`config.mk`:
```
export PLATFORM = sky130hd
export DESIGN_NAME = sll_datapath
export DESIGN_NICKNAME = d
export VERILOG_FILES = /design/src/sll_pkg.sv /design/src/sll_ram.sv /design/src/sll_datapath.sv
export SDC_FILE = /design/constraint.sdc
export NUM_CORES = 2
export LEC_CHECK = 0
export BUFFER_PORTS_ARGS = -buffer_cell sky130_fd_sc_hd__buf_2
export CAP_MARGIN = 20
export CORE_MARGIN = 4
export CORE_UTILIZATION = 45
export CTS_CLUSTER_SIZE = 10
export DETAILED_ROUTE_END_ITERATION = 8
export PLACE_DENSITY = 0.69
export SETUP_SLACK_MARGIN = 0.2
export SKIP_CTS_REPAIR_TIMING = 1
export SYNTH_ARGS = -nofsm -noshare
export SYNTH_HDL_FRONTEND = slang
export SYNTH_MEMORY_MAX_BITS = 65536
export SYNTH_SLANG_ARGS = --single-unit
export TNS_END_PERCENT = 10
```
`constraint.sdc`:
```
create_clock -name clk_i -period 17.7 [get_ports clk_i]
set_clock_uncertainty 0.15 [all_clocks]
set_input_delay 3.54 -clock clk_i [delete_from_list [all_inputs] [get_ports clk_i]]
set_output_delay 3.54 -clock clk_i [all_outputs]
set_load 0.02 [all_outputs]
```
`src/sll_pkg.sv`:
```
// Shared types, codes and defaults of the static linked list engine.
package sll_pkg;

  localparam int unsigned NODES_DEF      = 128;
  localparam int unsigned DATA_WIDTH_DEF = 32;
  localparam int unsigned POS_W          = 8;
  localparam int unsigned OP_W           = 2;
  localparam int unsigned STAT_W         = 2;

  localparam logic [OP_W-1:0] OP_INSERT = 2'd0;
  localparam logic [OP_W-1:0] OP_DELETE = 2'd1;
  localparam logic [OP_W-1:0] OP_CLEAR  = 2'd2;

  localparam logic [STAT_W-1:0] STAT_OK     = 2'd0;
  localparam logic [STAT_W-1:0] STAT_BADPOS = 2'd1;
  localparam logic [STAT_W-1:0] STAT_NOFREE = 2'd2;
  localparam logic [STAT_W-1:0] STAT_NOELEM = 2'd3;

  typedef enum logic [3:0] {
    S_RST_CLR,
    S_IDLE,
    S_START,
    S_WALK,
    S_INS_A,
    S_INS_B,
    S_DEL_A,
    S_DEL_B,
    S_GB_WALK,
    S_GB_LINK,
    S_CLR,
    S_DONE
  } sll_state_e;

  typedef enum logic [3:0] {
    ACT_NONE,
    ACT_CAPTURE,
    ACT_WALK_INIT,
    ACT_WALK_STEP,
    ACT_INS_START,
    ACT_INS_A,
    ACT_INS_B,
    ACT_DEL_START,
    ACT_DEL_A,
    ACT_GB_FRONT,
    ACT_GB_INIT,
    ACT_GB_STEP,
    ACT_GB_TAIL,
    ACT_GB_LINK,
    ACT_SWEEP
  } sll_act_e;

  typedef struct packed {
    sll_act_e          act;
    logic              set_st;
    logic [STAT_W-1:0] st;
    logic              load_out;
  } sll_cmd_t;

  typedef struct packed {
    logic [OP_W-1:0] op;
    logic            walk_adv;
    logic            pos_ok;
    logic            nxt_zero;
    logic            free_empty;
    logic            gb_front;
    logic            gb_adv;
    logic            sweep_last;
    logic            out_free;
  } sll_status_t;

endpackage

```
`src/sll_ram.sv`:
```
// Generic single-write, single-read RAM with registered read data.
module sll_ram #(
  parameter int unsigned WIDTH = 8,
  parameter int unsigned DEPTH = 16,
  localparam int unsigned AW = (DEPTH > 1) ? $clog2(DEPTH) : 1
) (
  input  logic             clk_i,
  input  logic             we_i,
  input  logic [AW-1:0]    waddr_i,
  input  logic [WIDTH-1:0] wdata_i,
  input  logic [AW-1:0]    raddr_i,
  output logic [WIDTH-1:0] rdata_o
);

  logic [WIDTH-1:0] mem_q [DEPTH];
  logic [WIDTH-1:0] rdata_q;

  always_ff @(posedge clk_i) begin
    if (we_i) begin
      mem_q[waddr_i] <= wdata_i;
    end
    rdata_q <= mem_q[raddr_i];
  end

  assign rdata_o = rdata_q;

endmodule

```
`src/sll_datapath.sv`:
```
// Datapath of the static linked list engine: node memories, walk registers, result register.
module sll_datapath #(
  parameter int unsigned NODES      = sll_pkg::NODES_DEF,
  parameter int unsigned DATA_WIDTH = sll_pkg::DATA_WIDTH_DEF,
  localparam int unsigned IW = $clog2(NODES)
) (
  input  logic                           clk_i,
  input  logic                           rst_ni,
  input  sll_pkg::sll_cmd_t              cmd_i,
  output sll_pkg::sll_status_t           sts_o,
  input  logic [sll_pkg::OP_W-1:0]       in_op_i,
  input  logic [sll_pkg::POS_W-1:0]      in_position_i,
  input  logic signed [DATA_WIDTH-1:0]   in_value_i,
  output logic                           out_valid_o,
  input  logic                           out_ready_i,
  output logic [sll_pkg::STAT_W-1:0]     out_status_o,
  output logic signed [DATA_WIDTH-1:0]   out_removed_o
);
  import sll_pkg::*;

  logic [OP_W-1:0]              op_q, op_d;
  logic [POS_W-1:0]             pos_q, pos_d;
  logic signed [DATA_WIDTH-1:0] val_q, val_d;
  logic [IW-1:0]                p_q, p_d;
  logic [POS_W-1:0]             j_q, j_d;
  logic [IW-1:0]                t_q, t_d;
  logic [IW-1:0]                n_q, n_d;
  logic [IW-1:0]                free_head_q, free_head_d;
  logic [IW-1:0]                k_q, k_d;
  logic [STAT_W-1:0]            st_q, st_d;
  logic signed [DATA_WIDTH-1:0] removed_q, removed_d;
  logic                         out_valid_q, out_valid_d;
  logic [STAT_W-1:0]            out_status_q, out_status_d;
  logic signed [DATA_WIDTH-1:0] out_removed_q, out_removed_d;

  logic                  link_we;
  logic [IW-1:0]         link_waddr, link_wdata, link_raddr, link_rdata;
  logic                  val_we;
  logic [DATA_WIDTH-1:0] val_rdata;
  logic [POS_W:0]        j_inc;
  logic                  sweep_last;

  sll_ram #(.WIDTH(IW), .DEPTH(NODES)) u_link_ram (
    .clk_i  (clk_i),
    .we_i   (link_we),
    .waddr_i(link_waddr),
    .wdata_i(link_wdata),
    .raddr_i(link_raddr),
    .rdata_o(link_rdata)
  );

  // The value read address follows the link read data, which is the
  // node to be removed in the cycle that starts a delete.
  sll_ram #(.WIDTH(DATA_WIDTH), .DEPTH(NODES)) u_value_ram (
    .clk_i  (clk_i),
    .we_i   (val_we),
    .waddr_i(t_q),
    .wdata_i(val_q),
    .raddr_i(link_rdata),
    .rdata_o(val_rdata)
  );

  assign j_inc      = (POS_W + 1)'(j_q) + (POS_W + 1)'(1);
  assign sweep_last = (k_q == IW'(NODES - 1));

  always_comb begin
    sts_o.op         = op_q;
    sts_o.walk_adv   = (link_rdata != '0) && (j_inc < (POS_W + 1)'(pos_q));
    sts_o.pos_ok     = (j_inc == (POS_W + 1)'(pos_q));
    sts_o.nxt_zero   = (link_rdata == '0);
    sts_o.free_empty = (free_head_q == '0);
    sts_o.gb_front   = (free_head_q == '0) || (t_q < free_head_q);
    sts_o.gb_adv     = (link_rdata != '0) && (link_rdata < t_q);
    sts_o.sweep_last = sweep_last;
    sts_o.out_free   = !out_valid_q || out_ready_i;
  end

  always_comb begin
    op_d          = op_q;
    pos_d         = pos_q;
    val_d         = val_q;
    p_d           = p_q;
    j_d           = j_q;
    t_d           = t_q;
    n_d           = n_q;
    free_head_d   = free_head_q;
    k_d           = k_q;
    st_d          = cmd_i.set_st ? cmd_i.st : st_q;
    removed_d     = removed_q;
    link_we       = 1'b0;
    link_waddr    = '0;
    link_wdata    = '0;
    link_raddr    = '0;
    val_we        = 1'b0;

    case (cmd_i.act)
      ACT_CAPTURE: begin
        op_d      = in_op_i;
        pos_d     = in_position_i;
        val_d     = in_value_i;
        st_d      = STAT_OK;
        removed_d = '0;
      end
      ACT_WALK_INIT: begin
        p_d        = '0;
        j_d        = '0;
        link_raddr = '0;
      end
      ACT_WALK_STEP: begin
        p_d        = link_rdata;
        j_d        = j_inc[POS_W-1:0];
        link_raddr = link_rdata;
      end
      ACT_INS_START: begin
        t_d        = free_head_q;
        n_d        = link_rdata;
        link_raddr = free_head_q;
      end
      ACT_INS_A: begin
        free_head_d = link_rdata;
        link_we     = 1'b1;
        link_waddr  = t_q;
        link_wdata  = n_q;
        val_we      = 1'b1;
      end
      ACT_INS_B, ACT_GB_LINK: begin
        link_we    = 1'b1;
        link_waddr = p_q;
        link_wdata = t_q;
      end
      ACT_DEL_START: begin
        t_d        = link_rdata;
        link_raddr = link_rdata;
      end
      ACT_DEL_A: begin
        link_we    = 1'b1;
        link_waddr = p_q;
        link_wdata = link_rdata;
        removed_d  = val_rdata;
      end
      ACT_GB_FRONT: begin
        link_we     = 1'b1;
        link_waddr  = t_q;
        link_wdata  = free_head_q;
        free_head_d = t_q;
      end
      ACT_GB_INIT: begin
        p_d        = free_head_q;
        link_raddr = free_head_q;
      end
      ACT_GB_STEP: begin
        p_d        = link_rdata;
        link_raddr = link_rdata;
      end
      ACT_GB_TAIL: begin
        link_we    = 1'b1;
        link_waddr = t_q;
        link_wdata = link_rdata;
      end
      ACT_SWEEP: begin
        // Head and last node end their chains, every other node links on.
        link_we     = 1'b1;
        link_waddr  = k_q;
        link_wdata  = ((k_q == '0) || sweep_last) ? '0 : k_q + IW'(1);
        k_d         = sweep_last ? '0 : k_q + IW'(1);
        free_head_d = IW'(1);
      end
      default: begin
      end
    endcase
  end

  always_comb begin
    out_valid_d   = out_valid_q;
    out_status_d  = out_status_q;
    out_removed_d = out_removed_q;
    if (cmd_i.load_out) begin
      out_valid_d   = 1'b1;
      out_status_d  = st_q;
      out_removed_d = removed_q;
    end else if (out_ready_i) begin
      out_valid_d = 1'b0;
    end
  end

  always_ff @(posedge clk_i or negedge rst_ni) begin
    if (!rst_ni) begin
      free_head_q <= IW'(1);
      k_q         <= '0;
      out_valid_q <= 1'b0;
    end else begin
      free_head_q <= free_head_d;
      k_q         <= k_d;
      out_valid_q <= out_valid_d;
    end
  end

  always_ff @(posedge clk_i) begin
    op_q          <= op_d;
    pos_q         <= pos_d;
    val_q         <= val_d;
    p_q           <= p_d;
    j_q           <= j_d;
    t_q           <= t_d;
    n_q           <= n_d;
    st_q          <= st_d;
    removed_q     <= removed_d;
    out_status_q  <= out_status_d;
    out_removed_q <= out_removed_d;
  end

  assign out_valid_o   = out_valid_q;
  assign out_status_o  = out_status_q;
  assign out_removed_o = out_removed_q;

  // A node is only taken from a non-empty free chain, and it is the chain head.
  a_take_from_free: assert property (@(posedge clk_i) disable iff (!rst_ni)
    (cmd_i.act == ACT_INS_A) |-> (free_head_q != '0) && (t_q == free_head_q))
    else $error("insert took a node that is not the free chain head");

  // The free chain stays ascending: a returned node goes after a smaller one.
  a_free_order: assert property (@(posedge clk_i) disable iff (!rst_ni)
    (cmd_i.act == ACT_GB_LINK) |-> (p_q < t_q))
    else $error("freed node linked behind a larger index");

  a_sweep_count: assert property (@(posedge clk_i) disable iff (!rst_ni)
    (cmd_i.act == ACT_SWEEP) && !sweep_last |=> (k_q == $past(k_q) + IW'(1)))
    else $error("chain rebuild skipped a node");

  a_result_loaded: assert property (@(posedge clk_i) disable iff (!rst_ni)
    cmd_i.load_out |=> out_valid_q)
    else $error("result load did not raise the output valid");

endmodule

```
==> results summary <==
The run finished with clean final reports. The cell count after synthesis came out at between 8000 and 9000. The setup TNS came out at 0 ns. The most common cell after layout, fill and taps aside is sky130_fd_sc_hd__edfxtp_1. The post-synthesis instance area came out at about 200000 sq um. The total die area came out at roughly 450000 sq um. Pin placement for this block handled 98 I/O pins.

The shortest period the worst path allows is 8.05 ns. The share of synthesized cell area in and, or, nand and nor gates came out at 0.0157. The number of nets at the end of the flow is a little over 9000.

The clock transition time at the flip-flop clock pins of the worst setup and hold paths is approximately 0.050 ns. The number of endpoints with negative hold slack in the final report came out at 0. After synthesis the netlist holds a flip-flop and latch count of around 5200. The mux share of post-synthesis cell area came out at 0.173. The max-cap violation count is 0. The die is roughly 670 microns wide. The total routed wirelength came out at 507000 microns. The yosys synthesis warning count is 0. Counting flops with a built-in enable in the synthesized netlist gives a little over 5000. After detailed routing, the number of vias per cell comes to ~6.3. The leakage dissipation is 70.0 nW.

For this run, the slowest stage of the critical path takes 0.80 ns. The worst hold path begins at removed_q[2]. Walking the worst path, the cells encountered are buf_4 > ha_1 > a21o_1 > a21o_1 > a21oi_1 > nor2b_1 > o21ai_0 > nand2b_1 > a211oi_1 > buf_4 > buf_2. The worst setup path is launched from a flip-flop. The floorplan step set the die height to about 670 microns. The synthesized-area fraction occupied by xor and xnor cells is 0.000663. The worst hold path stage count is 0. The design draws about 33 mW. TritonCTS built the clock tree. The number of slew-limit violations in the final report came out at 0. For this run, the register share of the synthesized area comes to 0.783. The finished layout cell area came out at roughly 220000 sq um. The placed standard-cell area came out at about 210000 sq um. The average cell area after synthesis came out at ~23 sq um. In the final layout, the share of cells above drive strength 1 is 0.281. The startpoint identified for the worst register-to-register timing path is u_link_ram.rdata_o[0].

For the worst setup path, the data required time is 14.01 ns. Global routing finished with a remaining overflow of 0. The slowest stage of the critical path belongs to the cell sky130_fd_sc_hd__dfxtp_4. The first detailed-routing pass took 6 iterations. The maximum resistive drop on vdd is roughly 0.00012 V. Dividing the detail-routed wire length by the instance count gives roughly 33 microns.

The power density over the cells came out at ~150 nW/um^2. The fraction of the mapped netlist area in compound gates came out at 0.0160. The count of buffering cells on the critical path with inverters included came out at 3.

The synthesis-to-finish area growth is 13.3%. The number of distinct library cells after synthesis came out at 60. The adder-cell area share of the yosys netlist is 0.00145.

The floorplan has 243 rows. The worst hold slack is 0.258 ns. For this configuration, the core starts out at a cell density of 0.452. The maximum number of pins on one net before global-route repair came out at around 110. In this run the remaining antenna-violating nets after routing total 0. The type of the most critical hold path is reg2reg. The worst hold path terminates at out_removed_o[2].

The transition time at the pin with the least slew margin came out at roughly 1.2 ns. The count of endpoints failing setup in the final report came out at 0. The number of buffers created by CTS is approximately 600. The number of levels in the clock H-tree came out at 6. Counting along the longest clock path gives a buffer depth of 4. The first routing iteration left 14100 violations. The initial antenna violation count came out at 55. Based on the critical path, the design can be clocked at up to approximately 0.12 GHz. The share of synthesized registers carrying an async set or reset is 0.00289. The via count of the routed design is 95900. The worst path arrival time is roughly 4.4 ns. Synthesis produced a netlist with a net count of approximately 8700. The detailed-route DRC error count is 0.

The via count of the first global-routing pass is between 90000 and 100k. In this run the tightest slew margin relative to its limit is 0.232. STA classifies the critical path endpoint as an output pin. In this run the critical register-to-register path is captured at u_value_ram.rdata_o[11].

The largest fanout on the critical path came out at 37. The worst setup path is of the reg2out kind. The final period utilization is 0.455. Among cell families on the critical path, the largest total delay comes from buffers and inverters.

By area, the combinational part of the netlist is dominated by multiplexers. The worst-skew pair later-pin latency came out at about 1.0 ns. Across all register-to-register paths, the minimum setup slack is about 11 ns.

The total global-route track usage came out at 0.221. In the layout the commonest cells are sky130_fd_sc_hd__edfxtp_1, sky130_fd_sc_hd__mux4_2, sky130_fd_sc_hd__clkbuf_16. The post-detailed-placement half-perimeter wirelength came out at approximately 280000 microns. The number of clock sinks seen by CTS came out at approximately 5200. The tree is rooted in a sky130_fd_sc_hd__clkbuf_16. The first-pass GRT wire length is between 700000 and 800000 microns. The placeable core region is 438000 sq um.

Routability-driven placement finished with a final weighted congestion of 0.862. Setup repair after global routing left no endpoint under its margin. The dominant synthesized flop cell is sky130_fd_sc_hd__edfxtp_1. The cell depth of the worst flop-to-flop path came out at 9. During placement, the flow inserted port buffers numbering slightly below 100.
## area by class of cell
class / count / area [sq um]
Timing Repair Buffer: 413 / 3160
Clock buffer: 720 / 15500
Fill cell: 33100 / 214000
Sequential cell: 5185 / 155000
Inverter: 28 / 105
Antenna cell: 37 / 92.6
Clock inverter: 65 / 1000
Multi-Input combinational cell: 2924 / 42200
Tap cell: 5880 / 7360
## worst reg2reg max path: stages, from the launching register on
cell and delay [ns]:
sky130_fd_sc_hd__dfxtp_4 0.84, sky130_fd_sc_hd__buf_12 0.72, sky130_fd_sc_hd__buf_4 0.88, sky130_fd_sc_hd__buf_4 0.76, sky130_fd_sc_hd__buf_4 0.72, sky130_fd_sc_hd__mux4_2 0.60
sky130_fd_sc_hd__mux4_2 0.56, sky130_fd_sc_hd__mux2i_1 0.82, sky130_fd_sc_hd__nand3_1 0.19, sky130_fd_sc_hd__o211a_1 0.37
## through the flow
| step | setup slack (ns) | util | cells |
|---|---|---|---|
| floorplan | 6.59 | - | 8617 |
| global placement | 9.12 | 0.474 | 14400 |
| detailed placement | 9.10 | 0.474 | 14400 |
| CTS | 9.58 | 0.512 | 15200 |
| global route | 9.55 | 0.512 | 15200 |
| finish | 9.65 | 0.513 | 15300 |
## per-layer routing
layer,vias to the layer above,global-route usage,routed length (microns)
met3,930,0.0439,52400
met5,-,0,121
met2,5987,0.353,245000
li1,37700,-,-
met1,51300,0.305,189000
met4,18,0.0821,19700
## cell families after synthesis
kind of cell / after synthesis
xor+xnor: 15
fa+ha+maj: 23
flops: 5185
simple gates: 712
buf+inv: 508
compound gates: 413
mux: 1761
## sequential cells by signal, indices dropped and copies added (netlist names)
signal	cells
j_q	8
out_removed_o	32
u_link_ram.mem_q	896
st_q	2
u_value_ram.rdata_o	32
out_valid_o	1
free_head_q	7
k_q	7
n_q	7
pos_q	8
val_q	32
u_value_ram.mem_q	4096
out_status_o	2
op_q	2
u_link_ram.rdata_o	7
t_q	7
removed_q	32
p_q	7
## cell usage after synthesis (8+ instances only)
| cell | count | share of area |
|---|---|---|
| sky130_fd_sc_hd__mux2_2 | 30 | 0.0017 |
| sky130_fd_sc_hd__mux4_2 | 1331 | 0.15 |
| sky130_fd_sc_hd__o22ai_1 | 33 | 0.0010 |
| sky130_fd_sc_hd__buf_4 | 17 | 0.00064 |
| sky130_fd_sc_hd__clkbuf_1 | 254 | 0.0048 |
| sky130_fd_sc_hd__a31oi_1 | 22 | 0.00069 |
| sky130_fd_sc_hd__ha_1 | 23 | 0.0015 |
| sky130_fd_sc_hd__xnor2_1 | 10 | 0.00044 |
| sky130_fd_sc_hd__a221oi_1 | 96 | 0.0042 |
| sky130_fd_sc_hd__nor4_1 | 14 | 0.00044 |
| sky130_fd_sc_hd__nand3_1 | 53 | 0.0013 |
| sky130_fd_sc_hd__nor2_1 | 295 | 0.0056 |
| sky130_fd_sc_hd__o21ai_0 | 23 | 0.00058 |
| sky130_fd_sc_hd__edfxtp_1 | 5129 | 0.78 |
| sky130_fd_sc_hd__a22o_1 | 18 | 0.00080 |
| sky130_fd_sc_hd__a21oi_1 | 55 | 0.0014 |
| sky130_fd_sc_hd__dfrtp_1 | 14 | 0.0018 |
| sky130_fd_sc_hd__o32ai_1 | 12 | 0.00053 |
| sky130_fd_sc_hd__nor2b_1 | 11 | 0.00035 |
| sky130_fd_sc_hd__and2_1 | 39 | 0.0012 |
| sky130_fd_sc_hd__dfxtp_1 | 41 | 0.0041 |
| sky130_fd_sc_hd__inv_1 | 27 | 0.00051 |
| sky130_fd_sc_hd__and3_1 | 12 | 0.00038 |
| sky130_fd_sc_hd__buf_2 | 60 | 0.0015 |
| sky130_fd_sc_hd__buf_1 | 147 | 0.0028 |
| sky130_fd_sc_hd__nand2b_1 | 10 | 0.00032 |
| sky130_fd_sc_hd__o21bai_1 | 12 | 0.00045 |
| sky130_fd_sc_hd__a21o_1 | 8 | 0.00030 |
| sky130_fd_sc_hd__mux2i_1 | 400 | 0.020 |
| sky130_fd_sc_hd__or4_1 | 15 | 0.00057 |
| sky130_fd_sc_hd__a22oi_1 | 14 | 0.00053 |
| sky130_fd_sc_hd__o221ai_1 | 98 | 0.0043 |
| sky130_fd_sc_hd__nand2_1 | 228 | 0.0043 |
## how the worst max path moves through the flow
stage                                     start                     end  slack (ns)  depth (start not counted)
after floorplan                        cmd_i[7]  u_link_ram.mem_q[0][2]        6.59                          7
after global placement                 cmd_i[4]   u_link_ram.rdata_o[5]        9.12                         10
after detailed placement               cmd_i[4]   u_link_ram.rdata_o[0]        9.10                         10
after CTS                 u_link_ram.rdata_o[1]                sts_o[2]        9.58                         11
after global routing      u_link_ram.rdata_o[1]                sts_o[2]        9.55                         11
final                     u_link_ram.rdata_o[1]                sts_o[2]        9.65                         11
## report_power, final
part           total, mW  internal, mW  switching (mW)
combinational       8.55          3.68            4.87
clock               10.8          6.18            4.62
sequential          13.8          13.6           0.166
total               33.1          23.5            9.65
(Power assumes the default switching activity.)
