## config.mk

```make
export PLATFORM = sky130hd
export DESIGN_NAME = sll_ctrl
export DESIGN_NICKNAME = d
export VERILOG_FILES = /design/src/sll_pkg.sv /design/src/sll_ctrl.sv
export SDC_FILE = /design/constraint.sdc
export NUM_CORES = 1
export LEC_CHECK = 0
export BUFFER_PORTS_ARGS = -buffer_cell sky130_fd_sc_hd__buf_4
export CAP_MARGIN = 15
export CORE_MARGIN = 2
export CORE_UTILIZATION = 40
export DETAILED_ROUTE_END_ITERATION = 12
export GPL_ROUTABILITY_DRIVEN = 0
export PLACE_DENSITY = 0.68
export REMOVE_ABC_BUFFERS = 1
export SYNTH_ARGS = -nofsm -noshare
export SYNTH_HDL_FRONTEND = slang
export SYNTH_SLANG_ARGS = --single-unit
```

## constraint.sdc

```tcl
create_clock -name clk_i -period 1.74 [get_ports clk_i]
set_clock_uncertainty 0.2 [all_clocks]
set_input_delay 0.261 -clock clk_i [delete_from_list [all_inputs] [get_ports clk_i]]
set_output_delay 0.261 -clock clk_i [all_outputs]
set_load 0.01 [all_outputs]
```

## src/sll_pkg.sv

```systemverilog
// Shared types, codes and defaults of the static linked list engine.
package sll_pkg;

  localparam int unsigned NODES_DEF      = 128;
  localparam int unsigned DATA_WIDTH_DEF = 32;
  localparam int unsigned POS_W          = 8;
  localparam int unsigned OP_W           = 2;
  localparam int unsigned STAT_W         = 2;

  localparam logic [OP_W-1:0] OP_INSERT = 2'd0;
  localparam logic [OP_W-1:0] OP_DELETE = 2'd1;
  localparam logic [OP_W-1:0] OP_CLEAR  = 2'd2;

  localparam logic [STAT_W-1:0] STAT_OK     = 2'd0;
  localparam logic [STAT_W-1:0] STAT_BADPOS = 2'd1;
  localparam logic [STAT_W-1:0] STAT_NOFREE = 2'd2;
  localparam logic [STAT_W-1:0] STAT_NOELEM = 2'd3;

  typedef enum logic [3:0] {
    S_RST_CLR,
    S_IDLE,
    S_START,
    S_WALK,
    S_INS_A,
    S_INS_B,
    S_DEL_A,
    S_DEL_B,
    S_GB_WALK,
    S_GB_LINK,
    S_CLR,
    S_DONE
  } sll_state_e;

  typedef enum logic [3:0] {
    ACT_NONE,
    ACT_CAPTURE,
    ACT_WALK_INIT,
    ACT_WALK_STEP,
    ACT_INS_START,
    ACT_INS_A,
    ACT_INS_B,
    ACT_DEL_START,
    ACT_DEL_A,
    ACT_GB_FRONT,
    ACT_GB_INIT,
    ACT_GB_STEP,
    ACT_GB_TAIL,
    ACT_GB_LINK,
    ACT_SWEEP
  } sll_act_e;

  typedef struct packed {
    sll_act_e          act;
    logic              set_st;
    logic [STAT_W-1:0] st;
    logic              load_out;
  } sll_cmd_t;

  typedef struct packed {
    logic [OP_W-1:0] op;
    logic            walk_adv;
    logic            pos_ok;
    logic            nxt_zero;
    logic            free_empty;
    logic            gb_front;
    logic            gb_adv;
    logic            sweep_last;
    logic            out_free;
  } sll_status_t;

endpackage

```

## src/sll_ctrl.sv

```systemverilog
// Controller state machine of the static linked list engine.
module sll_ctrl (
  input  logic                clk_i,
  input  logic                rst_ni,
  input  logic                in_valid_i,
  input  sll_pkg::sll_status_t sts_i,
  output sll_pkg::sll_cmd_t   cmd_o,
  output logic                in_ready_o
);
  import sll_pkg::*;

  sll_state_e state_q, state_d;

  always_ff @(posedge clk_i or negedge rst_ni) begin
    if (!rst_ni) begin
      state_q <= S_RST_CLR;
    end else begin
      state_q <= state_d;
    end
  end

  // Next state.
  always_comb begin
    state_d = state_q;
    unique case (state_q)
      S_RST_CLR: begin
        if (sts_i.sweep_last) state_d = S_IDLE;
      end
      S_IDLE: begin
        if (in_valid_i) state_d = S_START;
      end
      S_START: begin
        case (sts_i.op) inside
          OP_INSERT, OP_DELETE: state_d = S_WALK;
          OP_CLEAR:             state_d = S_CLR;
          default:              state_d = S_DONE;
        endcase
      end
      S_WALK: begin
        if (sts_i.walk_adv) begin
          state_d = S_WALK;
        end else if (!sts_i.pos_ok) begin
          state_d = S_DONE;
        end else if (sts_i.op == OP_INSERT) begin
          state_d = sts_i.free_empty ? S_DONE : S_INS_A;
        end else begin
          state_d = sts_i.nxt_zero ? S_DONE : S_DEL_A;
        end
      end
      S_INS_A:   state_d = S_INS_B;
      S_INS_B:   state_d = S_DONE;
      S_DEL_A:   state_d = S_DEL_B;
      S_DEL_B:   state_d = sts_i.gb_front ? S_DONE : S_GB_WALK;
      S_GB_WALK: begin
        if (!sts_i.gb_adv) state_d = S_GB_LINK;
      end
      S_GB_LINK: state_d = S_DONE;
      S_CLR: begin
        if (sts_i.sweep_last) state_d = S_DONE;
      end
      S_DONE: begin
        if (sts_i.out_free) state_d = S_IDLE;
      end
      default: state_d = S_IDLE;
    endcase
  end

  // Commands to the datapath.
  always_comb begin
    cmd_o      = '{act: ACT_NONE, set_st: 1'b0, st: STAT_OK, load_out: 1'b0};
    in_ready_o = 1'b0;
    unique case (state_q)
      S_RST_CLR: cmd_o.act = ACT_SWEEP;
      S_IDLE: begin
        in_ready_o = 1'b1;
        if (in_valid_i) cmd_o.act = ACT_CAPTURE;
      end
      S_START: begin
        case (sts_i.op) inside
          OP_INSERT, OP_DELETE: cmd_o.act = ACT_WALK_INIT;
          default:              cmd_o.act = ACT_NONE;
        endcase
      end
      S_WALK: begin
        if (sts_i.walk_adv) begin
          cmd_o.act = ACT_WALK_STEP;
        end else if (!sts_i.pos_ok) begin
          cmd_o.set_st = 1'b1;
          cmd_o.st     = STAT_BADPOS;
        end else if (sts_i.op == OP_INSERT) begin
          if (sts_i.free_empty) begin
            cmd_o.set_st = 1'b1;
            cmd_o.st     = STAT_NOFREE;
          end else begin
            cmd_o.act = ACT_INS_START;
          end
        end else begin
          if (sts_i.nxt_zero) begin
            cmd_o.set_st = 1'b1;
            cmd_o.st     = STAT_NOELEM;
          end else begin
            cmd_o.act = ACT_DEL_START;
          end
        end
      end
      S_INS_A:   cmd_o.act = ACT_INS_A;
      S_INS_B:   cmd_o.act = ACT_INS_B;
      S_DEL_A:   cmd_o.act = ACT_DEL_A;
      S_DEL_B:   cmd_o.act = sts_i.gb_front ? ACT_GB_FRONT : ACT_GB_INIT;
      S_GB_WALK: cmd_o.act = sts_i.gb_adv ? ACT_GB_STEP : ACT_GB_TAIL;
      S_GB_LINK: cmd_o.act = ACT_GB_LINK;
      S_CLR:     cmd_o.act = ACT_SWEEP;
      S_DONE:    cmd_o.load_out = sts_i.out_free;
      default:   cmd_o.act = ACT_NONE;
    endcase
  end

endmodule

```

==> impl_results.rst, run 1 <==
.. list-table::
   :header-rows: 1

   * - Metric
     - Value
   * - Most numerous cell in the Yosys netlist
     - nor2_1
   * - Reg power frac
     - 10.4%
   * - Input/output buffers
     - 21
   * - Detailed Place HPWL
     - 1213 um
   * - Clock tree root buffer cell
     - clkbuf_4
   * - Residual DRC
     - 0
   * - Layout Utilization
     - 74.33%
   * - Highest fanout seen on the critical path
     - 3
   * - H-tree level count
     - 1
   * - CTS tree
     - done
   * - Part of the Yosys area used for sequential elements
     - 18.18%
   * - Nature of the critical path startpoint
     - flop
   * - Relative contribution of combinational cells to total power
     - 82.1%
   * - Largest registers in the final layout
     - state_q x4
   * - Worst Setup Path Type
     - reg -> out
   * - Num CTS Buffers
     - 3
   * - Via density per instance
     - 5.529
   * - Most common library cells after synthesis
     - 14 x nor2_1, 9 x a21oi_1, 8 x o21ai_0, 7 x nand2_1
   * - Routed length per instance
     - 13.35 um
   * - Wire length after detailed routing
     - 1842 um
   * - Die area
     - 0.001689 mm^2
   * - Setup repair after global routing missed its margin
     - yes
   * - Smallest setup slack after layout
     - -0.2113 ns
   * - Starting utilization of the core area
     - 42.31%
   * - Die extent in x
     - 41.10 um
   * - Number of flip-flops and latches in the synthesized netlist
     - 4
   * - Synth area leaders
     - dfrtp_1 18%, nor2_1 9.5%, a21oi_1 8.2%
   * - Antenna diode count
     - 0
   * - Via total after detailed routing
     - 763
   * - Pwr/cell area
     - 1630 mW/mm^2
   * - Switching part of the total
     - 44.59%
   * - Number of filler cells placed in the layout
     - 113
   * - Ratio of final minimum period to clock period
     - 112.1%
   * - Clock share of power
     - 7.5%
   * - Grt ovf
     - 0
   * - Most used flip-flop cell after synthesis
     - dfrtp_1
   * - Highest attainable clock frequency
     - 512.5 MHz
   * - Antenna Violating Nets Remaining
     - 0
   * - Distinct cell type count of the synthesized netlist
     - 32
   * - HP Class
     - in -> async
   * - Status
     - finished with violations
   * - CP Data Arrival Time
     - 1.49 ns
   * - Count of maximum capacitance violations
     - 0
   * - Count of synthesis-stage warnings from yosys
     - 0
   * - Number of antenna violations at the first check in global routing
     - 0
   * - Number of sinks driven by the clock tree
     - 4
   * - Area share of the largest cell type after synthesis
     - 18.18%
   * - Post-synth EDFFs
     - 0
   * - Capturing element type of the critical path
     - output port
   * - Async SR Flop Fraction
     - 100.0%
   * - Psw
     - 0.0007028 W
   * - Internal power contribution
     - 0.0008733 W
   * - Required time of the worst setup path
     - 1.28 ns
   * - Post-synth top area cell
     - dfrtp_1
   * - P_leak
     - 0.4535 nW
   * - GRT Resource Usage Total
     - 21.05%
   * - Core box area
     - 0.001301 mm^2
   * - Syn_area_per_cell
     - 6.477 um^2
   * - Number of DRC markers after the initial detailed-route iteration
     - 22
   * - Number of instances in the synthesized netlist
     - 85
   * - Setup_tns
     - -1.195 ns
   * - Final slew viol count
     - 0
   * - Global-route wire length before repair
     - 2339 um
   * - Site row count
     - 13
   * - Min Clock Period, post-route
     - 1.951 ns
   * - Maximum clock insertion buffer count
     - 2
   * - Worst-skew pair later-pin latency
     - 0.24 ns
   * - Slew at the pin closest to its max-slew limit
     - 0.3220 ns
   * - Via count of the first global-routing pass
     - 559
   * - Netlist area before placement
     - 550.5 um^2
   * - Register with the highest flop count
     - state_q
   * - Worst-case vdd ir drop
     - 0.0009643 V
   * - Hold Vio Cnt, Final
     - 0
   * - Clock transition time at the flip-flop clock pins of the worst setup and hold paths
     - 0.04 ns
   * - Drt first pass iters
     - 4
   * - Pin count of the biggest net entering global routing
     - 20
   * - Fraction of final layout cells sized beyond drive strength 1
     - 48.78%
   * - I/O pins
     - 22
   * - Max reg flops
     - 4
   * - Die height
     - 41.10 um
   * - Slew HR
     - 78.41%
   * - Area added between synthesis and finish
     - 75.68%
   * - Failing checks
     - setup timing
   * - Setup violations, final
     - 9
   * - Total Nets Final
     - 138
-- area by class of cell --
class	count	area (um^2)	area share, %
Clock buffer	3	22.52	2.329
Inverter	4	15.01	1.552
Timing Repair Buffer	42	347.8	35.96
Sequential cell	4	100.1	10.35
Tap cell	15	18.77	1.940
Multi-Input combinational cell	70	462.9	47.87
-- logic make-up (layout without fill, tap and decap cells) --
| kind of cell | after synthesis | after routing | synth area share [%] |
|---|---|---|---|
| and+or+nand+nor | 37 | 37 | 34.77 |
| AOI/OAI and AO/OA | 32 | 32 | 36.82 |
| buffers and inverters | 11 | 49 | 8.408 |
| DFF | 4 | 4 | 18.18 |
| muxes | 1 | 1 | 1.818 |
-- power by group through the flow --
stage               Clock [W]  Sequential, W  Combinational (W)
global placement            0       0.000155           0.000964
global route         0.000127       0.000169            0.00139
finish               0.000118       0.000164            0.00129
CTS                  0.000124       0.000154           0.000999
detailed placement          0       0.000155           0.000974
floorplan                   0       0.000240           0.000475
-- worst max-delay path, stage by stage, from the launching register on --
cell	delay (ns)
dfrtp_1	0.38
or4_4	0.56
nor3b_2	0.17
buf_4	0.14
-- layer usage --
layer	wire [um]	track usage (%)	vias to the layer above
li1	-	-	382
met5	0	0	-
met3	112	6.522	0
met1	772	25.81	349
met4	0	2.419	0
met2	957	36.72	32
-- layout by cell type, fill, tap and decap left out, types with 2 or more instances in the layout --
cell	n
inv_1	3
nand2_1	6
o21ai_1	5
clkbuf_4	3
o221ai_1	2
nor2_2	3
buf_4	34
buf_6	6
nor3_1	2
a21oi_1	9
dfrtp_1	4
o21ai_0	5
nor3b_1	2
nand2_2	2
nor2_1	10
-- path summary, 6_finish.rpt --
check | start | endpoint | slack (ns) | depth (start not counted)
max in group asynchronous | rst_ni | state_q[0] | 1.06 | 2
min in group clk_i | sts_i[0] | state_q[0] | 0.29 | 4
max reg2reg | state_q[3] | state_q[3] | -0.03 | 6
min | rst_ni | state_q[3] | 0.18 | 2
max | state_q[2] | cmd_o[2] | -0.21 | 3
min reg2reg | state_q[3] | state_q[2] | 0.42 | 2
-- what timing repair did --
item	CTS	global route
buffers inserted	0	6
endpoints found under the hold margin	4	0
resized for setup	4	23
pin swaps	0	5
setup endpoints to repair	9	12
hold buffers	1	0
cloned	0	1
-- per-stage QoR --
stage	hold slack [ns]	cells	worst slack, ns	total power, W	area, um^2
final	0.1761	138	-0.2113	0.001576	967.2
after global routing	0.1768	138	-0.2783	0.001686	967.2
after CTS	0.1469	131	-0.2148	0.001276	838.3
after detailed placement	-0.1419	127	-0.08172	0.001129	793.3
after global placement	-0.1437	127	-0.04672	0.001119	793.3
after floorplan	-0.2346	78	-0.1783	0.0007150	519.2
(Power assumes the default switching activity.)
==> run 2: changes to the inputs <==
--- a/config.mk
+++ b/config.mk
@@ -11,6 +11,7 @@
 export CORE_UTILIZATION = 40
 export DETAILED_ROUTE_END_ITERATION = 12
 export GPL_ROUTABILITY_DRIVEN = 0
+export MAX_ROUTING_LAYER = met4
 export PLACE_DENSITY = 0.68
 export REMOVE_ABC_BUFFERS = 1
 export SYNTH_ARGS = -nofsm -noshare
==> impl_results.rst, run 2 (synthesis results as in run 1) <==
.. list-table::
   :header-rows: 1

   * - Metric
     - Value
   * - I/O pins
     - 22 (unchanged)
   * - Via density per instance
     - 5.529 (unchanged)
   * - Min Clock Period, post-route
     - 1.952 ns (+0.0002850 ns)
   * - R2R Path Start
     - state_q[3]
   * - CTS tree
     - done
   * - Critical path buffers and inverters
     - 1 (unchanged)
   * - Number of antenna violations at the first check in global routing
     - 0 (unchanged)
   * - Grt ovf
     - 0 (unchanged)
   * - Fraction of final layout cells sized beyond drive strength 1
     - 48.78% (unchanged)
   * - Global-route wire length before repair
     - 2339 um (unchanged)
   * - Cell class contributing the biggest share of worst-path delay
     - simple AND/OR/NAND/NOR gates
   * - Residual DRC
     - 0 (unchanged)
   * - Maximum clock insertion buffer count
     - 2 (unchanged)
   * - Slew at the pin closest to its max-slew limit
     - 0.3221 ns (+0.0001615 ns)
   * - Count of maximum capacitance violations
     - 0 (unchanged)
   * - CP Data Arrival Time
     - 1.49 ns (about the same)
   * - Input/output buffers
     - 21 (unchanged)
   * - Highest-delay cell along the critical path
     - or4_4
   * - Clock transition time at the flip-flop clock pins of the worst setup and hold paths
     - 0.04 ns (about the same)
   * - Antenna diode count
     - 0 (unchanged)
   * - Setup WS pre-CTS
     - -0.08172 ns (unchanged)
   * - Antenna Violating Nets Remaining
     - 0 (unchanged)
   * - Pwr/cell area
     - 1632 mW/mm^2 (+0.13%)
   * - Nature of the critical path startpoint
     - flop
   * - Final slew viol count
     - 0 (unchanged)
   * - Worst-case reg-to-reg path depth
     - 6 (unchanged)
   * - Most used cells in the layout excluding fill and tap cells
     - 34 x buf_4, 10 x nor2_1, 9 x a21oi_1
   * - Smallest setup slack after layout
     - -0.2116 ns (-0.0002850 ns)
   * - H-tree level count
     - 1 (unchanged)
   * - Site row count
     - 13 (unchanged)
   * - Number of sinks driven by the clock tree
     - 4 (unchanged)
   * - Num CTS Buffers
     - 3 (unchanged)
   * - Worst-case vdd ir drop
     - 0.0009621 V (-0.23%)
   * - Area after DPL
     - 793.3 um^2 (unchanged)
   * - Flop-to-flop setup slack
     - -0.03 ns (about the same)
   * - Hold Vio Cnt, Final
     - 0 (unchanged)
   * - Reg power frac
     - 10.4% (about the same)
   * - Required time of the worst setup path
     - 1.28 ns (about the same)
   * - Via total after detailed routing
     - 763 (unchanged)
   * - Total Nets Final
     - 138 (unchanged)
   * - Die extent in x
     - 41.10 um (unchanged)
   * - Ratio of final minimum period to clock period
     - 112.2% (about the same)
   * - Detailed Place HPWL
     - 1213 um (unchanged)
   * - Relative contribution of combinational cells to total power
     - 82.1% (about the same)
   * - Worst Setup Path Type
     - reg -> out
   * - Endpoint of the worst register-to-register path
     - state_q[3]
   * - Number of DRC markers after the initial detailed-route iteration
     - 19 (-14%)
   * - Wire length after detailed routing
     - 1832 um (-0.54%)
   * - Failing checks
     - setup timing
   * - Drt first pass iters
     - 4 (unchanged)
   * - Capturing element type of the critical path
     - output port
   * - Status
     - finished with violations
   * - Register with the highest flop count
     - state_q
   * - Setup repair after global routing missed its margin
     - yes
   * - Design area
     - 967.2 um^2 (unchanged)
   * - Largest registers in the final layout
     - state_q x4
   * - Psw
     - 0.0007038 W (+0.15%)
   * - Via count of the first global-routing pass
     - 561 (+0.36%)
   * - Starting utilization of the core area
     - 42.31% (unchanged)
   * - P_leak
     - 0.4535 nW (about the same)
   * - Slew HR
     - 78.40% (about the same)
   * - Die area
     - 0.001689 mm^2 (unchanged)
   * - GRT Resource Usage Total
     - 21.62% (+0.58 points)
   * - CP max stage delay
     - 0.56 ns (about the same)
   * - Max reg flops
     - 4 (unchanged)
   * - Area added between synthesis and finish
     - 75.68% (unchanged)
   * - Clock tree root buffer cell
     - clkbuf_4
   * - Internal power contribution
     - 0.0008743 W (+0.11%)
   * - Worst-skew pair later-pin latency
     - 0.24 ns (about the same)
   * - Setup violations, final
     - 9 (unchanged)
   * - Worst slack on hold paths
     - 0.1755 ns (-0.0005370 ns)
   * - Critical path cell sequence
     - or4_4 > nor3b_2 > buf_4
   * - Most frequent standard cell in the layout excluding fill and tap cells
     - buf_4
   * - Switching part of the total
     - 44.60% (about the same)
   * - HP Class
     - in -> async
   * - Die height
     - 41.10 um (unchanged)
   * - Number of filler cells placed in the layout
     - 113 (unchanged)
   * - Core box area
     - 0.001301 mm^2 (unchanged)
   * - Highest attainable clock frequency
     - 512.4 MHz (about the same)
   * - Clock share of power
     - 7.5% (about the same)
   * - Pin count of the biggest net entering global routing
     - 20 (unchanged)
   * - Routed length per instance
     - 13.28 um (-0.54%)
   * - Highest fanout seen on the critical path
     - 3 (unchanged)
## run 2: cell counts in the layout (fill, tap and decap cells not counted)
No cell type changed its count.
## run 2: metrics by stage
step,total power (W),cells,TNS (ns),util (%)
floorplan,0.0007150,78,-0.3046,-
global placement,0.001119,127,-0.08547,60.96
detailed placement,0.001129,127,-0.1495,60.96
CTS,0.001276,131,-1.355,64.42
global route,0.001688,138,-2.029,74.33
finish,0.001578,138,-1.210,74.33
## run 2: power by group through the flow
stage / Combinational, W / Clock, W / Sequential [W]
after floorplan: 0.000475 / 0 / 0.000240
after CTS: 0.000999 / 0.000124 / 0.000154
after global routing: 0.00139 / 0.000127 / 0.000169
after global placement: 0.000964 / 0 / 0.000155
final: 0.00130 / 0.000118 / 0.000164
after detailed placement: 0.000974 / 0 / 0.000155
## run 2: what timing repair did
action / 4_1_cts / 5_1_grt
setup endpoints to repair: 9 / 12
setup buffers: 0 / 6
hold buffers: 1 / 0
cloned: 0 / 1
gates resized for setup: 4 / 24
hold endpoints to repair: 4 / 0
pin swaps: 0 / 6
## run 2: area by class of cell
class                   instances  area [um^2]  area share, %
inverters                       4        15.01          1.552
repair buffers                 42        347.8          35.96
multi-input cells              70        462.9          47.87
flip-flops and latches          4        100.1          10.35
well taps                      15        18.77          1.940
clock buffers                   3        22.52          2.329
## run 2: worst max path at each step
stage,slack [ns],startpoint,cells past startpoint,end
floorplan,-0.18,state_q[0],3,cmd_o[2]
global placement,-0.05,sts_i[9],7,cmd_o[5]
detailed placement,-0.08,sts_i[9],7,cmd_o[6]
CTS,-0.21,state_q[2],3,cmd_o[2]
global route,-0.28,state_q[1],4,cmd_o[2]
finish,-0.21,state_q[2],3,cmd_o[2]
## run 2: worst register-to-register path, delay by kind of cell (launching register included)
kind	cells	cell delay, ns
buffers and inverters	2	0.29
DFF	1	0.39
muxes	1	0.25
AOI/OAI and AO/OA	3	0.55
## run 2: layer usage
layer	part of all wire, %	GRT usage, %	up-vias
met5	0	-	-
met4	0	2.419	0
met3	6.6	6.522	0
met2	52	36.72	36
met1	41	25.81	343
li1	-	-	384
==> run 3: changes to the inputs <==
--- a/config.mk
+++ b/config.mk
@@ -7,7 +7,7 @@
 export LEC_CHECK = 0
 export BUFFER_PORTS_ARGS = -buffer_cell sky130_fd_sc_hd__buf_4
 export CAP_MARGIN = 15
-export CORE_MARGIN = 2
+export CORE_MARGIN = 5
 export CORE_UTILIZATION = 40
 export DETAILED_ROUTE_END_ITERATION = 12
 export GPL_ROUTABILITY_DRIVEN = 0
==> impl_results.rst, run 3 (synthesis results as in run 1) <==
.. list-table::
   :header-rows: 1

   * - Metric
     - Value
   * - Most frequent standard cell in the layout excluding fill and tap cells
     - buf_4
   * - Slew at the pin closest to its max-slew limit
     - 0.2743 ns (-0.04781 ns)
   * - GRT Resource Usage Total
     - 18.59% (-3.0 points)
   * - HP Class
     - in -> async
   * - Detailed Place HPWL
     - 1258 um (+3.7%)
   * - Clock tree root buffer cell
     - clkbuf_4
   * - Fraction of final layout cells sized beyond drive strength 1
     - 56.91% (+8.1 points)
   * - Internal power contribution
     - 0.0009276 W (+6.1%)
   * - Via total after detailed routing
     - 808 (+5.9%)
   * - Total Nets Final
     - 138 (unchanged)
   * - Final slew viol count
     - 0 (unchanged)
   * - Layout Utilization
     - 79.33% (+5.0 points)
   * - Area added between synthesis and finish
     - 87.50%
   * - Core box area
     - 0.001301 mm^2 (unchanged)
   * - Input/output buffers
     - 21 (unchanged)
   * - Nature of the critical path startpoint
     - flop
   * - Site row count
     - 13 (unchanged)
   * - Ratio of final minimum period to clock period
     - 114.6% (+2.5 points)
   * - Worst Setup Path Type
     - reg -> out
   * - Relative contribution of combinational cells to total power
     - 83.4% (+1.3 points)
   * - Maximum clock insertion buffer count
     - 2 (unchanged)
   * - Endpoint of the worst register-to-register path
     - state_q[3]
   * - Clock transition time at the flip-flop clock pins of the worst setup and hold paths
     - 0.05 ns (about the same)
   * - Capturing element type of the critical path
     - output port
   * - Hold Vio Cnt, Final
     - 0 (unchanged)
   * - Clock share of power
     - 7.2% (-0.3 points)
   * - CP max stage delay
     - 0.40 ns (-0.16 ns)
   * - Via count of the first global-routing pass
     - 722 (+29%)
   * - Overall Power
     - 0.001757 W (+11%)
   * - Most used cells in the layout excluding fill and tap cells
     - 34 x buf_4, 8 x nor2_1, 6 x a21oi_1, 6 x nand2_1
   * - Routed length per instance
     - 15.87 um (+20%)
   * - Die extent in x
     - 47.10 um (+15%)
   * - Starting utilization of the core area
     - 42.31% (unchanged)
   * - Status
     - finished with violations
   * - Reg power frac
     - 9.4% (-1.0 points)
   * - Min Clock Period, post-route
     - 1.994 ns (+0.04292 ns)
   * - Setup violations, final
     - 8 (-1)
   * - Worst-skew pair later-pin latency
     - 0.25 ns (about the same)
   * - Antenna Violating Nets Remaining
     - 0 (unchanged)
   * - Flop-to-flop setup slack
     - 0.01 ns (+0.04 ns)
   * - Highest-delay cell along the critical path
     - dfrtp_1
   * - R2R Path Start
     - state_q[3]
   * - Antenna diode count
     - 0 (unchanged)
   * - Worst-case reg-to-reg path depth
     - 7 (+1)
   * - Smallest setup slack after layout
     - -0.2545 ns (-0.04292 ns)
   * - Global-route wire length before repair
     - 2877 um (+23%)
   * - Number of filler cells placed in the layout
     - 90 (-20%)
   * - Num CTS Buffers
     - 3 (unchanged)
   * - Max reg flops
     - 4 (unchanged)
   * - I/O pins
     - 22 (unchanged)
   * - Highest fanout seen on the critical path
     - 5 (+2)
   * - CTS tree
     - done
   * - Worst-case vdd ir drop
     - 0.001163 V (+21%)
   * - Count of maximum capacitance violations
     - 0 (unchanged)
   * - Number of antenna violations at the first check in global routing
     - 0 (unchanged)
   * - Pin count of the biggest net entering global routing
     - 18 (-10%)
   * - Slew HR
     - 81.71% (+3.3 points)
   * - Area after DPL
     - 793.3 um^2 (unchanged)
   * - Area taken by multi-input logic gates
     - 534.3 um^2 (+15%)
   * - Register with the highest flop count
     - state_q
   * - P_leak
     - 0.4681 nW (+3.2%)
   * - Failing checks
     - setup timing
   * - CP Data Arrival Time
     - 1.53 ns (+0.04 ns)
   * - Grt ovf
     - 0 (unchanged)
   * - Critical path cell sequence
     - buf_6 > nand2_1 > nor3_2 > o21bai_1 > o221ai_1 > buf_4
   * - Register cell area after layout
     - 100.1 um^2 (unchanged)
   * - Setup repair after global routing missed its margin
     - yes
   * - Number of sinks driven by the clock tree
     - 4 (unchanged)
   * - Pwr/cell area
     - 1702 mW/mm^2 (+4.3%)
   * - H-tree level count
     - 1 (unchanged)
   * - Required time of the worst setup path
     - 1.28 ns (about the same)
   * - Largest registers in the final layout
     - state_q x4
   * - Number of DRC markers after the initial detailed-route iteration
     - 24 (+5)
   * - Switching part of the total
     - 47.20% (+2.6 points)
   * - Design area
     - 0.001032 mm^2 (+6.7%)
   * - Wire length after detailed routing
     - 2190 um (+20%)
   * - Die height
     - 47.10 um (+15%)
   * - Psw
     - 0.0008292 W (+18%)
   * - Highest attainable clock frequency
     - 501.4 MHz (-2.2%)
   * - Die area
     - 0.002218 mm^2 (+31%)
   * - Residual DRC
     - 0 (unchanged)
   * - Via density per instance
     - 5.855 (+5.9%)
   * - Drt first pass iters
     - 4 (unchanged)
-- run 3: layer usage --
layer / share of wire (%) / up-vias / track usage [%]
met5: 0 / - / -
met4: 3.1 / 0 / 9.945
met3: 5.0 / 7 / 1.533
met2: 51 / 34 / 30.62
met1: 41 / 382 / 22.20
li1: - / 385 / -
-- run 3: how the worst max path moves through the flow --
stage | slack, ns | endpoint | from
finish | -0.25 | cmd_o[5] | state_q[3]
global route | -0.34 | cmd_o[5] | state_q[3]
CTS | -0.21 | cmd_o[2] | state_q[2]
detailed placement | -0.04 | cmd_o[6] | sts_i[9]
global placement | -0.02 | cmd_o[6] | sts_i[9]
floorplan | -0.18 | cmd_o[2] | state_q[0]
-- run 3: what timing repair did --
| action | CTS | global route |
|---|---|---|
| cloned | 0 | 1 |
| endpoints found under the setup margin | 8 | 12 |
| setup buffers | 4 | 3 |
| hold endpoints to repair | 4 | 0 |
| pin swaps | 0 | 14 |
| gates resized for setup | 11 | 30 |
| hold buffers | 1 | 0 |
-- run 3: metrics by stage --
step	std cells	setup TNS [ns]	setup slack (ns)	hold slack, ns
global placement	127	-0.03119	-0.02499	-0.1431
floorplan	78	-0.3046	-0.1783	-0.2346
detailed placement	127	-0.05115	-0.04244	-0.1429
global route	138	-2.109	-0.3362	0.1358
finish	138	-1.402	-0.2545	0.1425
CTS	135	-1.026	-0.2090	0.1560
-- run 3: worst max-delay path, delay by kind of cell, from the launching register on --
family | cells | cell delay (ns)
DFF | 1 | 0.40
AOI/OAI and AO/OA | 2 | 0.36
buffers and inverters | 2 | 0.31
and+or+nand+nor | 2 | 0.20
-- run 3: power groups by stage --
stage	combinational (W)	clock, W	sequential (W)
2_1_floorplan	0.000475	0	0.000240
3_3_place_gp	0.000984	0	0.000156
3_5_place_dp	0.000984	0	0.000157
4_1_cts	0.00111	0.000117	0.000160
5_1_grt	0.00157	0.000141	0.000171
6_report	0.00147	0.000126	0.000166
-- run 3: final cells by class --
cell class,count,area share (%)
clock buffer,3,2.182
inverter,4,1.455
multi-input combinational,70,51.76
sequential,4,9.697
tap,15,1.818
timing repair buffer,42,33.09
